--- src/lps_pkg.sv ---
`default_nettype none

package lps_pkg;

  // Operation codes held in the pattern ROM
  typedef enum logic [1:0] {
    OPC_END  = 2'd0,
    OPC_OFF  = 2'd1,
    OPC_ON   = 2'd2,
    OPC_LOOP = 2'd3
  } op_code_t;

  // Which LED an operation drives
  typedef enum logic [1:0] {
    LAMP_GREEN = 2'd0,
    LAMP_RED   = 2'd1,
    LAMP_NONE  = 2'd2
  } lamp_t;

  typedef struct packed {
    logic [7:0] dur;
    lamp_t      lamp;
    op_code_t   code;
  } rom_op_t;

  // ROM geometry
  localparam int ROM_ROWS = 13;
  localparam int ROM_COLS = 16;

  // Durations in 16 ms units
  localparam logic [7:0] D_ZERO      = 8'd0;
  localparam logic [7:0] D_SHORT_ON  = 8'd1;   // 25 ms
  localparam logic [7:0] D_SHORT_OFF = 8'd15;  // 250 ms
  localparam logic [7:0] D_DFU       = 8'd31;  // 500 ms
  localparam logic [7:0] D_LONG      = 8'd62;  // 1000 ms

  localparam rom_op_t END_OP = '{dur: D_ZERO, lamp: LAMP_NONE, code: OPC_END};

  function automatic rom_op_t make_op(input logic [7:0] dur, input lamp_t lamp,
                                      input op_code_t code);
    rom_op_t op;
    op.dur  = dur;
    op.lamp = lamp;
    op.code = code;
    return op;
  endfunction

  // Pattern ROM: unused slots read as END with zero duration
  function automatic rom_op_t rom_read(input logic [3:0] row, input logic [3:0] col);
    rom_op_t op;
    op = END_OP;
    case (row)
      4'd0: begin
        case (col)
          4'd0:    op = make_op(D_ZERO, LAMP_GREEN, OPC_OFF);
          4'd1:    op = make_op(D_ZERO, LAMP_RED, OPC_OFF);
          default: op = END_OP;
        endcase
      end
      4'd1, 4'd3: begin
        case (col)
          4'd0:    op = make_op(D_SHORT_ON, LAMP_GREEN, OPC_ON);
          4'd1:    op = make_op(D_ZERO, LAMP_GREEN, OPC_OFF);
          default: op = END_OP;
        endcase
      end
      4'd2: begin
        case (col)
          4'd0:    op = make_op(D_SHORT_ON, LAMP_RED, OPC_ON);
          4'd1:    op = make_op(D_ZERO, LAMP_RED, OPC_OFF);
          default: op = END_OP;
        endcase
      end
      4'd4: begin
        case (col)
          4'd0:    op = make_op(D_ZERO, LAMP_GREEN, OPC_ON);
          4'd1:    op = make_op(D_SHORT_ON, LAMP_RED, OPC_ON);
          4'd2:    op = make_op(D_ZERO, LAMP_GREEN, OPC_OFF);
          4'd3:    op = make_op(D_LONG, LAMP_RED, OPC_OFF);
          4'd4:    op = make_op(D_ZERO, LAMP_NONE, OPC_LOOP);
          default: op = END_OP;
        endcase
      end
      4'd5: begin
        case (col)
          4'd0, 4'd2, 4'd4: op = make_op(D_LONG, LAMP_GREEN, OPC_ON);
          4'd1, 4'd3:       op = make_op(D_LONG, LAMP_GREEN, OPC_OFF);
          4'd5:             op = make_op(D_ZERO, LAMP_GREEN, OPC_OFF);
          default:          op = END_OP;
        endcase
      end
      4'd6: begin
        case (col)
          4'd0, 4'd2: op = make_op(D_SHORT_ON, LAMP_GREEN, OPC_ON);
          4'd1:       op = make_op(D_SHORT_ON, LAMP_GREEN, OPC_OFF);
          4'd3:       op = make_op(D_ZERO, LAMP_GREEN, OPC_OFF);
          default:    op = END_OP;
        endcase
      end
      4'd7: begin
        case (col)
          4'd0:    op = make_op(D_ZERO, LAMP_GREEN, OPC_ON);
          4'd1:    op = make_op(D_LONG, LAMP_RED, OPC_ON);
          4'd2:    op = make_op(D_ZERO, LAMP_GREEN, OPC_OFF);
          4'd3:    op = make_op(D_ZERO, LAMP_RED, OPC_OFF);
          default: op = END_OP;
        endcase
      end
      4'd8: begin
        case (col)
          4'd0:    op = make_op(D_LONG, LAMP_GREEN, OPC_ON);
          4'd1:    op = make_op(D_ZERO, LAMP_GREEN, OPC_OFF);
          default: op = END_OP;
        endcase
      end
      4'd9: begin
        case (col)
          4'd0, 4'd2, 4'd4: op = make_op(D_SHORT_ON, LAMP_RED, OPC_ON);
          4'd1, 4'd3:       op = make_op(D_SHORT_OFF, LAMP_RED, OPC_OFF);
          4'd5:             op = make_op(D_ZERO, LAMP_RED, OPC_OFF);
          default:          op = END_OP;
        endcase
      end
      4'd10: begin
        case (col)
          4'd0:    op = make_op(D_SHORT_ON, LAMP_GREEN, OPC_ON);
          4'd1:    op = make_op(D_DFU, LAMP_GREEN, OPC_OFF);
          4'd2:    op = make_op(D_SHORT_ON, LAMP_RED, OPC_ON);
          4'd3:    op = make_op(D_DFU, LAMP_RED, OPC_OFF);
          4'd4:    op = make_op(D_ZERO, LAMP_NONE, OPC_LOOP);
          default: op = END_OP;
        endcase
      end
      4'd11: begin
        case (col)
          4'd0:    op = make_op(D_LONG, LAMP_RED, OPC_ON);
          4'd1:    op = make_op(D_ZERO, LAMP_GREEN, OPC_OFF);
          4'd2:    op = make_op(D_ZERO, LAMP_RED, OPC_OFF);
          default: op = END_OP;
        endcase
      end
      4'd12: begin
        case (col)
          4'd0, 4'd2, 4'd4: op = make_op(D_SHORT_ON, LAMP_GREEN, OPC_ON);
          4'd1, 4'd3:       op = make_op(D_SHORT_OFF, LAMP_GREEN, OPC_OFF);
          4'd5:             op = make_op(D_ZERO, LAMP_GREEN, OPC_OFF);
          default:          op = END_OP;
        endcase
      end
      default: op = END_OP;
    endcase
    return op;
  endfunction

endpackage

`default_nettype wire

--- src/led_pattern_sequencer_top.sv ---
// An accepted tick that does not expire the timer goes straight to the result state; a
// trigger or an expiring tick first walks ROM operations, up to STEPS_PER_PATTERN of
// them (a trigger for a pattern outside the ROM does not walk), then the result is loaded.
// Throughput: one item at a time; in_stall is high from acceptance until the result is loaded.
// The walk reads one ROM operation per cycle through a single decode and step unit.
// Reset (rst_n low, synchronous) clears the LED state, pattern, step, timer and output valid.
`default_nettype none

module led_pattern_sequencer_top #(
  parameter int STEPS_PER_PATTERN = 16,
  parameter int PATTERN_COUNT     = 13
) (
  input  wire logic       clk,
  input  wire logic       rst_n,
  // item input
  input  wire logic       in_valid,
  output logic            in_stall,
  input  wire logic       in_opcode,
  input  wire logic [3:0] in_pattern_number,
  // result output
  output logic            out_valid,
  input  wire logic       out_stall,
  output logic            out_green_lit,
  output logic            out_red_lit,
  output logic            out_sequence_running,
  output logic [3:0]      out_current_pattern
);

  localparam int ITER_W  = (STEPS_PER_PATTERN > 2) ? $clog2(STEPS_PER_PATTERN) : 1;
  localparam int PAT_MIN = (PATTERN_COUNT < lps_pkg::ROM_ROWS) ? PATTERN_COUNT
                                                               : lps_pkg::ROM_ROWS;
  localparam logic [4:0]        PAT_LIMIT  = 5'(PAT_MIN);
  localparam logic [5:0]        STEP_LIMIT = 6'(STEPS_PER_PATTERN);
  localparam logic [ITER_W-1:0] ITER_LAST  = ITER_W'(STEPS_PER_PATTERN - 1);

  typedef enum logic [1:0] {
    ST_IDLE,
    ST_WALK,
    ST_DONE
  } state_t;

  state_t            state_r, state_nxt;
  logic [3:0]        pattern_r, pattern_nxt;
  logic [4:0]        step_index_r, step_index_nxt;
  logic [7:0]        ticks_left_r, ticks_left_nxt;
  logic              timer_armed_r, timer_armed_nxt;
  logic              running_r, running_nxt;
  logic              green_r, green_nxt;
  logic              red_r, red_nxt;
  logic [ITER_W-1:0] iter_r, iter_nxt;
  logic              out_valid_r, out_valid_nxt;
  logic              out_green_r, out_green_nxt;
  logic              out_red_r, out_red_nxt;
  logic              out_running_r, out_running_nxt;
  logic [3:0]        out_pattern_r, out_pattern_nxt;

  lps_pkg::rom_op_t  op;
  logic [4:0]        step_plus;
  logic [7:0]        ticks_dec;
  logic              walk_finish;
  logic              lamp_on;

  function automatic logic pat_ok(input logic [3:0] p);
    return ({1'b0, p} < PAT_LIMIT);
  endfunction

  // Shared walk unit: one ROM read and step increment per cycle
  assign op        = step_index_r[4] ? lps_pkg::END_OP
                                     : lps_pkg::rom_read(pattern_r, step_index_r[3:0]);
  assign step_plus = step_index_r + 5'd1;
  assign ticks_dec = (ticks_left_r != 8'd0) ? (ticks_left_r - 8'd1) : 8'd0;
  assign lamp_on   = (op.code == lps_pkg::OPC_ON);

  // Sequencer next state
  always_comb begin
    state_nxt       = state_r;
    pattern_nxt     = pattern_r;
    step_index_nxt  = step_index_r;
    ticks_left_nxt  = ticks_left_r;
    timer_armed_nxt = timer_armed_r;
    running_nxt     = running_r;
    green_nxt       = green_r;
    red_nxt         = red_r;
    iter_nxt        = iter_r;
    out_valid_nxt   = out_valid_r & out_stall;
    out_green_nxt   = out_green_r;
    out_red_nxt     = out_red_r;
    out_running_nxt = out_running_r;
    out_pattern_nxt = out_pattern_r;
    walk_finish     = 1'b0;

    unique case (state_r)
      ST_IDLE: begin
        if (in_valid) begin
          iter_nxt  = '0;
          state_nxt = ST_DONE;
          if (in_opcode) begin
            // trigger: restart pattern from step zero
            timer_armed_nxt = 1'b0;
            ticks_left_nxt  = 8'd0;
            pattern_nxt     = in_pattern_number;
            green_nxt       = 1'b0;
            red_nxt         = 1'b0;
            step_index_nxt  = 5'd0;
            running_nxt     = 1'b1;
            if (pat_ok(in_pattern_number)) begin
              state_nxt = ST_WALK;
            end
          end else if (timer_armed_r) begin
            // tick: count down, continue walk on expiry
            ticks_left_nxt = ticks_dec;
            if (ticks_dec == 8'd0) begin
              timer_armed_nxt = 1'b0;
              if (pat_ok(pattern_r) && ({1'b0, step_index_r} < STEP_LIMIT)) begin
                state_nxt = ST_WALK;
              end
            end
          end
        end
      end

      ST_WALK: begin
        walk_finish = (iter_r == ITER_LAST);
        iter_nxt    = iter_r + 1'b1;
        if (op.code == lps_pkg::OPC_OFF || op.code == lps_pkg::OPC_ON) begin
          case (op.lamp)
            lps_pkg::LAMP_GREEN: green_nxt = lamp_on;
            lps_pkg::LAMP_RED:   red_nxt   = lamp_on;
            default:             ;
          endcase
        end
        if (op.code == lps_pkg::OPC_LOOP) begin
          step_index_nxt = 5'd0;
        end else begin
          step_index_nxt = step_plus;
          if (op.dur != 8'd0) begin
            ticks_left_nxt  = op.dur;
            timer_armed_nxt = 1'b1;
            walk_finish     = 1'b1;
          end else if (op.code == lps_pkg::OPC_END) begin
            running_nxt = 1'b0;
            walk_finish = 1'b1;
          end else if ({1'b0, step_plus} >= STEP_LIMIT) begin
            walk_finish = 1'b1;
          end
        end
        if (walk_finish) begin
          state_nxt = ST_DONE;
        end
      end

      ST_DONE: begin
        // load result once the output register is free
        if (!out_valid_r || !out_stall) begin
          out_valid_nxt   = 1'b1;
          out_green_nxt   = green_r;
          out_red_nxt     = red_r;
          out_running_nxt = running_r;
          out_pattern_nxt = pattern_r;
          state_nxt       = ST_IDLE;
        end
      end

      default: state_nxt = ST_IDLE;
    endcase
  end

  // State and registered outputs
  always_ff @(posedge clk) begin
    if (!rst_n) begin
      state_r       <= ST_IDLE;
      pattern_r     <= 4'd0;
      step_index_r  <= 5'd0;
      ticks_left_r  <= 8'd0;
      timer_armed_r <= 1'b0;
      running_r     <= 1'b0;
      green_r       <= 1'b0;
      red_r         <= 1'b0;
      iter_r        <= '0;
      out_valid_r   <= 1'b0;
    end else begin
      state_r       <= state_nxt;
      pattern_r     <= pattern_nxt;
      step_index_r  <= step_index_nxt;
      ticks_left_r  <= ticks_left_nxt;
      timer_armed_r <= timer_armed_nxt;
      running_r     <= running_nxt;
      green_r       <= green_nxt;
      red_r         <= red_nxt;
      iter_r        <= iter_nxt;
      out_valid_r   <= out_valid_nxt;
    end
    out_green_r   <= out_green_nxt;
    out_red_r     <= out_red_nxt;
    out_running_r <= out_running_nxt;
    out_pattern_r <= out_pattern_nxt;
  end

  assign in_stall             = (state_r != ST_IDLE);
  assign out_valid            = out_valid_r;
  assign out_green_lit        = out_green_r;
  assign out_red_lit          = out_red_r;
  assign out_sequence_running = out_running_r;
  assign out_current_pattern  = out_pattern_r;

`ifndef NO_ASSERTIONS
  // an armed timer always has ticks remaining
  a_armed_has_ticks: assert property (@(posedge clk) disable iff (!rst_n)
    timer_armed_r |-> (ticks_left_r != 8'd0))
    else $error("timer armed with zero ticks");

  // a finished pattern never leaves the timer armed
  a_stopped_unarmed: assert property (@(posedge clk) disable iff (!rst_n)
    !running_r |-> !timer_armed_r)
    else $error("timer armed after pattern end");

  // the walk only runs on a pattern held in the ROM
  a_walk_valid_pat: assert property (@(posedge clk) disable iff (!rst_n)
    (state_r == ST_WALK) |-> pat_ok(pattern_r))
    else $error("walk on invalid pattern");
`endif

endmodule

`default_nettype wire
--- config.mk ---
export PLATFORM = sky130hd
export DESIGN_NAME = led_pattern_sequencer_top
export DESIGN_NICKNAME = d
export VERILOG_FILES = /design/src/lps_pkg.sv /design/src/led_pattern_sequencer_top.sv
export SDC_FILE = /design/constraint.sdc
export NUM_CORES = 1
export LEC_CHECK = 0
export ABC_AREA = 1
export BUFFER_PORTS_ARGS = -buffer_cell sky130_fd_sc_hd__buf_2
export CAP_MARGIN = 20
export CORE_ASPECT_RATIO = 1.25
export CORE_MARGIN = 2
export CORE_UTILIZATION = 30
export DETAILED_ROUTE_END_ITERATION = 6
export MAX_ROUTING_LAYER = met4
export SLEW_MARGIN = 10
export SYNTH_ARGS = -nofsm -noshare
export SYNTH_HDL_FRONTEND = slang
export SYNTH_SLANG_ARGS = --single-unit
--- constraint.sdc ---
create_clock -name clk -period 3.21 [get_ports clk]
set_input_delay 0.642 -clock clk [delete_from_list [all_inputs] [get_ports clk]]
set_output_delay 0.642 -clock clk [all_outputs]
set_load 0.005 [all_outputs]
==> reports/qor.txt, run 1 <==
outcome: finished clean
first-pass GRT wire length: 10,600 um
Iter 0 DRT Violations: 174
Hold Path End: out_green_lit$_DFFE_PP_
most frequent cells in the layout: nand2_1 (79), nor2_1 (51), inv_1 (45), dfxtp_1 (28), nand3_1 (27)
port bufs: 17
Leak Pwr: 1.19 nW
gr ovfl total: 0
Syn Nets: 385
CP Data Required Time: 3.39 ns
CTS tree: done
HP Start: green_r$_SDFFE_PN0P_
CTS Root Cell: clkbuf_8
DR pass1 iterations: 4
peak supply drop: 0.356 mV
crit path cell chain: inv_1 > ha_1 > nand3_1 > o22ai_1 > nor3_1 > o2111ai_1 > nand2_1 > ha_1 > nand3b_1 > nor4_1 > nand3_1 > nand2_1 > nor2_1
Netlist cell types: 42
mapped cell area: 2430 sq um
yosys warns: 0
Reg2Reg Depth: 13
vias per inst: 5.06
area of the core: 7840 sq um
syn avg cell area: 6.64 sq um
final hold vios: 0
Worst-Margin Slew: 0.904 ns
Cells after DPL: 474
Setup Crit Path Kind: register to register
Non-Filler Instances: 482
setup slack, reg-to-reg: 0.49 ns
Rel. slew slack: 39.7%
CP max stage cell: dfxtp_1
Routed WL per cell: 13.1 um
vias in the first global route: 2,269
post-route cell area: 2690 sq um
Final Setup Violations: 0
setup_tns: 0 ns
GRT Util Overall: 15.0%
Util after Layout: 34.4%
gpl congestion: 0.920
Worst R2R Start: step_index_r[0]$_SDFFE_PN0P_
max-capacitance violation count: 0
DP Wirelength: 4930 um
Final ANT Viol Nets: 0
Area growth, synth to finish: 10.9%
Hold WS: 0.447 ns
Sink Count: 35
HP Class: register to register
Clock Skews: 0.00581 ns
final period utilization: 84.7%
initial core utilization: 31.0%
share of cells above drive strength 1: 13.4%
Worst Setup Start Kind: register
floorplan row count: 36
crit-path max FO: 6
pin count of the biggest net entering global routing: 17
Die ar.: 8840 sq um
Final Max Slew Viols: 0
Syn Inst Count: 366
FF-to-FF End: green_r$_SDFFE_PN0P_
P per Cell Area: 827 nW/um^2
register bit count reported by yosys: 35
Reg clk slew, reported paths: 0.07 ns
clk_lat worst skew: 0.29 ns
Vias: 2,440
Die H: 105 um
instance area at placement: 2610 sq um
Inserted Diodes: 0
CP arrival: 2.90 ns
initial antenna violation count: 0
RSZ-0062 raised after global routing: false
Achievable Freq: 368 MHz
drt drc: 0
WHS Path Cells: 0
CTS buffer count: 5
CP delay by family, top: simple AND/OR/NAND/NOR gates
H-tree depth: 2
CTS Buffer Depth: 2
sequential fraction of the synthesis area: 31.7%
DRT Wirelength: 6330 um
commonest non-fill, non-tap cell in the layout: nand2_1
Worst path max stage delay: 0.42 ns
I/O pin total: 18
WP buf/inv: 1
width of the die: 84.5 um
Period minus WS final: 2.72 ns
crit end category: register
Nets: 405
==> worst max path at each step <==
stage	end	slack [ns]	start	depth (start not counted)
2_1_floorplan	green_r$_SDFFE_PN0P_	0.72	step_index_r[0]$_SDFFE_PN0P_	12
4_1_cts	green_r$_SDFFE_PN0P_	0.33	step_index_r[0]$_SDFFE_PN0P_	12
3_3_place_gp	green_r$_SDFFE_PN0P_	0.43	step_index_r[0]$_SDFFE_PN0P_	12
3_5_place_dp	green_r$_SDFFE_PN0P_	0.36	step_index_r[0]$_SDFFE_PN0P_	12
6_report	green_r$_SDFFE_PN0P_	0.49	step_index_r[0]$_SDFFE_PN0P_	13
5_1_grt	green_r$_SDFFE_PN0P_	0.09	step_index_r[0]$_SDFFE_PN0P_	14
==> registers in the layout, indices dropped and copies added (netlist names) <==
signal and flops:
timer_armed_r 1, out_green_lit 1, red_r 1, pattern_r 4, out_valid 1, out_sequence_running 1, iter_r 4, ticks_left_r 8
running_r 1, step_index_r 5, out_current_pattern 4, state_r 2, green_r 1, out_red_lit 1
==> what timing repair did <==
| item | in CTS | in global routing |
|---|---|---|
| hold buffers | 0 | 0 |
| gates resized for setup | 0 | 2 |
| endpoints found under the hold margin | 0 | 0 |
| setup buffers | 0 | 0 |
| endpoints found under the setup margin | 0 | 1 |
==> Yosys cell counts <==
cell type  count  area (sq um)
inv_2          4          15.0
and2_1         1          6.26
o21ai_0       20           100
o211a_1        1          10.0
nand4_2        1          12.5
a221oi_1       1          8.76
clkinv_2       1          5.00
nand3b_1       2          15.0
nor2_2         4          25.0
nand4_1        4          25.0
nand3_1       27           135
clkbuf_1       3          11.3
clkinv_1       1          3.75
o21a_1         1          7.51
o21ai_1        3          15.0
nand2_2        8          50.1
edfxtp_1       7           210
o2111ai_1      4          35.0
a21oi_2        1          8.76
buf_2          1          5.00
a21boi_0       1          7.51
o22ai_1        4          25.0
nor3_1         4          20.0
nand2_1       79           297
o31ai_1        2          15.0
dfxtp_1       28           561
buf_6          1          11.3
a211oi_1       2          15.0
inv_1         45           169
nor2_1        51           191
nor2_4         1          11.3
o32ai_1        1          8.76
ha_1          10           125
a22oi_1        1          7.51
a31oi_1        3          18.8
o211ai_1       2          15.0
a21oi_1       25           125
nand2_4        4          45.0
or2_2          1          6.26
o21ai_2        3          26.3
xor2_1         2          17.5
nor4_1         1          6.26
==> area by class of cell <==
class	instances	area, sq um
clock inverters	2	8.76
multi-input cells	275	1440
clock buffers	6	72.6
repair buffers	18	92.6
flip-flops and latches	35	771
inverters	51	193
well taps	95	119
fillers	892	5140
==> cells by family after synthesis <==
group	after synthesis	share of synthesized area (%)
compound gates	75	18.5
xor+xnor	2	0.721
fa+ha+maj	10	5.15
buf+inv	56	9.07
flops	35	31.7
simple gates	188	34.8
==> power by group <==
| part | switching (W) | internal [W] | total, W |
|---|---|---|---|
| Sequential | 0.0000933 | 0.000561 | 0.000654 |
| Combinational | 0.000833 | 0.000430 | 0.00126 |
| Clock | 0.000160 | 0.000149 | 0.000309 |
==> stage by stage <==
stage               worst slack (ns)  total power, W
detailed placement             0.355         0.00191
global route                  0.0886         0.00246
floorplan                      0.721         0.00163
global placement               0.431         0.00191
CTS                            0.328         0.00223
finish                         0.492         0.00223
==> per-layer routing <==
| metal | wire length, um | GRT usage [%] |
|---|---|---|
| met1 | 2890 | 18.2 |
| met2 | 2990 | 23.8 |
| met3 | 261 | 2.53 |
| met4 | 182 | 7.48 |
| met5 | 0 | - |
Power figures use the tool's default switching activity.
==> run 2: changes to the inputs <==
clock period = 2.31 ns   (was 3.21 ns; I/O delays follow)
==> run 2 against run 1 <==
The run now ends with setup timing left. Highest routed layer unchanged. Worst hold slack worse by 0.011 ns. Sequential share of layout area down 5.5 points. Largest cell class unchanged. Sequential power up 40%. Flip-flop and latch count unchanged. Critical endpoint unchanged.
==> reports/qor.txt, run 2 (synthesis gave the netlist of run 1 again) <==
outcome: finished, violations left
failing checks: setup timing
WP buf/inv: 3 (+2)
DR pass1 iterations: 5 (+1)
drt drc: 0 (unchanged)
P_sw: 0.00181 W (+67%)
Setup Crit Path Kind: register to register
instance area at placement: 2950 sq um (+13%)
Worst path max stage delay: 0.36 ns (-0.06 ns)
DRT Wirelength: 6950 um (+9.9%)
final hold vios: 0 (unchanged)
CTS buffer count: 5 (unchanged)
P per Cell Area: 1140 nW/um^2 (+37%)
Setup WS post-layout: -0.0766 ns (-0.568 ns)
Largest regs: ticks_left_r (8), step_index_r (5)
vias per inst: 4.90 (-3.2%)
part of the power in registers: 23.6% (-5.8 points)
CP delay by family, top: simple AND/OR/NAND/NOR gates
width of the die: 84.5 um (unchanged)
Final Setup Violations: 8 (+8)
RSZ-0062 raised after global routing: true
Critical path origin: step_index_r[1]$_SDFFE_PN0P_
Cells after DPL: 517 (+9.1%)
CTS Root Cell: clkbuf_8
Iter 0 DRT Violations: 140 (-20%)
switching share of power: 46.6% (-2.2 points)
CP arrival: 2.57 ns (-0.33 ns)
Rel. slew slack: 47.3% (+7.6 points)
HP Class: register to register
Comb pwr share: 64.4% (+7.7 points)
CP Data Required Time: 2.50 ns (-0.89 ns)
crit path cell chain: inv_2 > ha_4 > nand3_2 > buf_4 > a21oi_1 > o21ai_1 > inv_1 > ha_4 > nand3b_1 > nor4_2 > nand3_1 > nand2_1 > nor2_1
Sink Count: 35 (unchanged)
Clock Skews: 0.00244 ns (-0.00337 ns)
Final Max Slew Viols: 0 (unchanged)
CTS Buffer Depth: 2 (unchanged)
Achievable Freq: 419 MHz (+14%)
H-tree depth: 2 (unchanged)
fill count: 825 (-7.5%)
Vias: 2,635 (+8.0%)
share of cells above drive strength 1: 35.0% (+22 points)
Die H: 105 um (unchanged)
DP Wirelength: 5240 um (+6.3%)
CP max stage cell: dfxtp_4
max reg flops: 8 (unchanged)
Final ANT Viol Nets: 0 (unchanged)
Period minus WS final: 2.39 ns (-0.332 ns)
Reg clk slew, reported paths: 0.07 ns (about the same)
Power Internal: 0.00208 W (+83%)
first-pass GRT wire length: 11,300 um (+6.7%)
crit-path max FO: 5 (-1)
Area growth, synth to finish: 41.3%
initial core utilization: 31.0% (unchanged)
HP Start: red_r$_SDFFE_PN0P_
Routed WL per cell: 12.9 um (-1.6%)
most frequent cells in the layout: nand2_1 (71), buf_4 (51), nor2_1 (44), inv_1 (41), nand3_1 (25)
clock group share of total power: 12.1% (-1.8 points)
area of the core: 7840 sq um (unchanged)
hold buffers post-CTS: 0 (unchanged)
Nets: 461 (+14%)
CTS tree: done
Inserted Diodes: 0 (unchanged)
floorplan row count: 36 (unchanged)
vias in the first global route: 2,536 (+12%)
GRT Util Overall: 15.8% (+0.87 points)
CP most frequent cell: ha_4
Non-Filler Instances: 538 (+12%)
post-route cell area: 3430 sq um (+27%)
Worst Setup Start Kind: register
Die ar.: 8840 sq um (unchanged)
peak supply drop: 0.501 mV (+41%)
Worst R2R Start: step_index_r[1]$_SDFFE_PN0P_
initial antenna violation count: 0 (unchanged)
pin count of the biggest net entering global routing: 17 (unchanged)
max-capacitance violation count: 0 (unchanged)
I/O pin total: 18 (unchanged)
gpl congestion: 0.913 (-0.75%)
Leak Pwr: 1.51 nW (+28%)
Worst-Margin Slew: 0.785 ns (-0.119 ns)
gr ovfl total: 0 (unchanged)
commonest non-fill, non-tap cell in the layout: nand2_1
clk_lat worst skew: 0.29 ns (about the same)
final period utilization: 103% (+19 points)
Largest Register: ticks_left_r
port bufs: 17 (unchanged)
crit end category: register
==> run 2: final timing paths <==
kind,slack (ns),cells past startpoint,to
min reg2reg,0.44,0,out_red_lit$_DFFE_PP_
max reg2reg,-0.08,13,green_r$_SDFFE_PN0P_
max,-0.08,13,green_r$_SDFFE_PN0P_
min,0.44,0,out_red_lit$_DFFE_PP_
==> run 2: power by group through the flow <==
stage / clock network [W] / logic, W / registers, W
finish: 0.000471 / 0.00251 / 0.000918
global route: 0.000510 / 0.00279 / 0.000941
CTS: 0.000482 / 0.00206 / 0.000906
detailed placement: 0 / 0.00199 / 0.000911
global placement: 0 / 0.00198 / 0.000905
floorplan: 0 / 0.00139 / 0.000892
==> run 2: repair_timing <==
item                                    4_1_cts  5_1_grt
endpoints found under the setup margin       13       18
setup buffers                                 3        9
resized for setup                            17       56
pin swaps                                     2       24
cloned                                        0        1
==> run 2: layer usage <==
| layer | global-route usage (%) | routed length, um | vias to the layer above |
|---|---|---|---|
| met5 | - | 0 | - |
| met4 | 4.31 | 120 | 0 |
| met1 | 18.5 | 3060 | 1220 |
| met3 | 2.53 | 182 | 9 |
| met2 | 28.0 | 3590 | 38 |
| li1 | - | - | 1368 |
==> run 2: final cells by class <==
type	instances	area, sq um	share of cell area (%)
sequential	35	792	23.1
timing repair buffer	73	533	15.5
tap	95	119	3.46
multi-input combinational	276	1700	49.5
clock inverter	1	5.00	0.146
clock buffer	7	86.3	2.52
inverter	51	198	5.76
==> run 2: metrics by stage <==
step | hold slack, ns | total power (W) | TNS [ns] | setup WS, ns | utilization (%)
6_report | 0.436 | 0.00390 | -0.255 | -0.0766 | 43.8
5_1_grt | 0.448 | 0.00424 | -2.38 | -0.259 | 43.8
4_1_cts | 0.438 | 0.00345 | 0 | 0.000110 | 39.7
3_5_place_dp | 0.419 | 0.00290 | -1.12 | -0.139 | 37.6
3_3_place_gp | 0.417 | 0.00289 | -0.150 | -0.0512 | 37.6
2_1_floorplan | 0.408 | 0.00228 | 0 | 0.0466 | -
==> run 2: worst reg2reg max path, stage by stage, from the launching register on <==
cell and delay, ns:
dfxtp_4 0.36, inv_2 0.09, ha_4 0.19, nand3_2 0.13, buf_4 0.16, a21oi_1 0.19
o21ai_1 0.11, inv_1 0.13, ha_4 0.22, nand3b_1 0.17, nor4_2 0.31, nand3_1 0.12
nand2_1 0.07, nor2_1 0.04
==> run 3: changes to the inputs <==
ABC_AREA = unset   (was 1)
==> run 3 against run 2 <==
The run still ends with setup timing left. Die area is 6.2% higher. Synthesized area is 6.4% higher. Combinational power is 57% lower. First-iteration DRC count is 28% higher. Wire length is 13% higher. Sequential power is 21% lower. Global-route usage is 1.9 points higher. Critical path depth is 2 lower.
==> reports/qor.txt, run 3 <==
width of the die: 87.0 um (+3.0%)
most frequent cells in the layout: buf_4 (62), nor2_1 (38), a21oi_1 (26), nand2_1 (25), dfxtp_1 (23)
floorplan row count: 37 (+2.8%)
Largest Register: ticks_left_r
DR pass1 iterations: 5 (unchanged)
part of the power in registers: 30.6% (+7.0 points)
Syn Nets: 360 (-6.5%)
Final Setup Violations: 19 (+11)
drt drc: 0 (unchanged)
Reg clk slew, reported paths: 0.08 ns (about the same)
crit-path max FO: 8 (+3)
H-tree depth: 2 (unchanged)
I/O pin total: 18 (unchanged)
CTS tree: done
GR Util met2: 30.0% (+2.0 points)
commonest non-fill, non-tap cell in the layout: buf_4
CTS buffer count: 5 (unchanged)
Sink Count: 35 (unchanged)
Area growth, synth to finish: 39.9%
Yosys top cell by area: dfxtp_1
most area-consuming cells after synthesis: dfxtp_1 (22%), edfxtp_1 (8.1%), a21oi_1 (6.6%)
vias in the first global route: 2,794 (+10%)
DRT Wirelength: 7860 um (+13%)
DP Wirelength: 5780 um (+10%)
Setup Crit Path Kind: register to register
CTS Root Cell: clkbuf_8
Rel. slew slack: 49.3% (+2.0 points)
Achievable Freq: 369 MHz (-12%)
CP arrival: 2.91 ns (+0.34 ns)
Post-synth top cells: nor2_1 (41), a21oi_1 (34), dfxtp_1 (28)
RSZ-0062 raised after global routing: true
Nets: 425 (-7.8%)
GRT Util Overall: 17.7% (+1.9 points)
final hold vios: 0 (unchanged)
failing checks: setup timing
GRT met3 Usage: 2.61% (+0.080 points)
Comb pwr share: 45.2% (-19 points)
mapped cell area: 2580 sq um (+6.4%)
hold buffers post-CTS: 0 (unchanged)
Worst path max stage delay: 0.50 ns (+0.14 ns)
port bufs: 17 (unchanged)
CP max stage cell: or4b_4
crit path cell chain: inv_4 > ha_4 > nand2b_1 > or4b_4 > a21o_1 > a41oi_4 > ha_4 > or3_4 > a21oi_4 > or2_4 > a311oi_2
syn avg cell area: 7.58 sq um (+14%)
gr busiest metal: met2
gpl congestion: 0.942 (+3.1%)
yosys warns: 0 (unchanged)
clock group share of total power: 24.2% (+12 points)
share of cells above drive strength 1: 37.3% (+2.4 points)
Syn Inst Count: 341 (-6.8%)
Netlist cell types: 62 (+48%)
switching share of power: 36.0% (-11 points)
crit end category: register
met1 usage: 21.1% (+2.6 points)
Power Internal: 0.00151 W (-27%)
Leak Pwr: 1.42 nW (-6.2%)
Synth top area share: 21.7% (-1.4 points)
Die H: 108 um (+3.0%)
Clock Skews: 0.00849 ns (+0.00605 ns)
asr flop ratio synth: 0% (unchanged)
final period utilization: 117% (+14 points)
Post-synth EDFFs: 7 (unchanged)
Final ANT Viol Nets: 0 (unchanged)
initial antenna violation count: 0 (unchanged)
max-capacitance violation count: 0 (unchanged)
Setup WS post-layout: -0.402 ns (-0.325 ns)
P per Cell Area: 653 nW/um^2 (-43%)
clk_lat worst skew: 0.29 ns (about the same)
first-pass GRT wire length: 13,100 um (+16%)
count leader, synth: nor2_1
Iter 0 DRT Violations: 179 (+28%)
Period minus WS final: 2.71 ns (+0.325 ns)
P_sw: 0.000851 W (-53%)
sequential fraction of the synthesis area: 29.8% (-1.9 points)
max reg flops: 8 (unchanged)
peak supply drop: 0.347 mV (-31%)
dominant synthesized flop cell: dfxtp_1
area of the core: 8290 sq um (+5.7%)
HP Class: input pin to register
Inserted Diodes: 0 (unchanged)
CP most frequent cell: ha_4
CTS Buffer Depth: 2 (unchanged)
outcome: finished, violations left
register bit count reported by yosys: 35 (unchanged)
pin count of the biggest net entering global routing: 23 (+6)
Routed WL per cell: 15.6 um (+21%)
CP Data Required Time: 2.51 ns (about the same)
Largest regs: ticks_left_r (8), step_index_r (5)
gr ovfl total: 0 (unchanged)
total power: 0.00236 W (-39%)
Worst-Margin Slew: 0.760 ns (-0.0252 ns)
Final Max Slew Viols: 0 (unchanged)
Vias: 2,855 (+8.3%)
Worst Setup Start Kind: register
setup_tns: -4.85 ns (-4.60 ns)
vias per inst: 5.66 (+16%)
initial core utilization: 31.2% (+0.21 points)
Die ar.: 9380 sq um (+6.2%)
[run 3: logic make-up after synthesis]
logic type,synth area share (%)
and+or+nand+nor,26.0
AOI/OAI and AO/OA,29.3
buffers and inverters,6.34
DFF,29.8
adders and majority gates,4.84
xor gates and xnor gates,2.03
muxes,1.60
[run 3: per-layer routing]
| layer | routed length [um] | vias up |
|---|---|---|
| met5 | 0 | - |
| met4 | 171 | 0 |
| met3 | 256 | 20 |
| met2 | 4010 | 82 |
| met1 | 3430 | 1365 |
| li1 | - | 1388 |
[run 3: through the flow]
| stage | worst slack (ns) | hold slack, ns | util, % | std cells | instance area (sq um) |
|---|---|---|---|---|---|
| finish | -0.402 | 0.414 | 43.6 | 504 | 3620 |
| global route | -0.476 | 0.430 | 43.6 | 504 | 3620 |
| CTS | -0.303 | 0.415 | 43.1 | 504 | 3570 |
| detailed placement | -0.364 | 0.439 | 39.1 | 487 | 3240 |
| global placement | -0.312 | 0.435 | 39.1 | 487 | 3240 |
| floorplan | -0.249 | 0.403 | - | 341 | 2780 |
[run 3: final timing paths]
check | from | end | slack, ns | depth (start not counted)
setup / recovery | step_index_r[0]$_SDFFE_PN0P_ | ticks_left_r[4]$_SDFFE_PN0P_ | -0.40 | 11
hold / removal | in_pattern_number[2] | pattern_r[2]$_SDFFE_PN0P_ | 0.41 | 3
setup reg to reg | step_index_r[0]$_SDFFE_PN0P_ | ticks_left_r[4]$_SDFFE_PN0P_ | -0.40 | 11
hold reg to reg | green_r$_SDFFE_PN0P_ | out_green_lit$_DFFE_PP_ | 0.46 | 0
[run 3: power groups by stage]
stage                     Combinational [W]  Sequential, W  Clock, W
after floorplan                    0.000637       0.000715         0
after global placement             0.000891       0.000734         0
after detailed placement           0.000902       0.000735         0
after CTS                           0.00104       0.000721  0.000583
after global routing                0.00116       0.000731  0.000600
final                               0.00107       0.000723  0.000572
[run 3: what timing repair did]
| item | 4_1_cts | 5_1_grt |
|---|---|---|
| gates resized for setup | 38 | 10 |
| endpoints found under the setup margin | 19 | 19 |
| buffers inserted | 9 | 2 |
| pin swaps | 11 | 19 |
[run 3: cell type report]
class | instances | area (sq um)
multi-input combinational | 267 | 1930
clock buffer | 5 | 68.8
sequential | 35 | 782
tap | 97 | 121
fill | 822 | 4670
timing repair buffer | 85 | 618
clock inverter | 3 | 43.8
inverter | 12 | 52.6
[run 3: worst max-delay path: cells and delay by family (launching register included)]
family	cells	cell delay (ns)
compound gates	4	0.80
flops	1	0.37
fa+ha+maj	2	0.36
buf+inv	1	0.08
simple gates	4	1.00
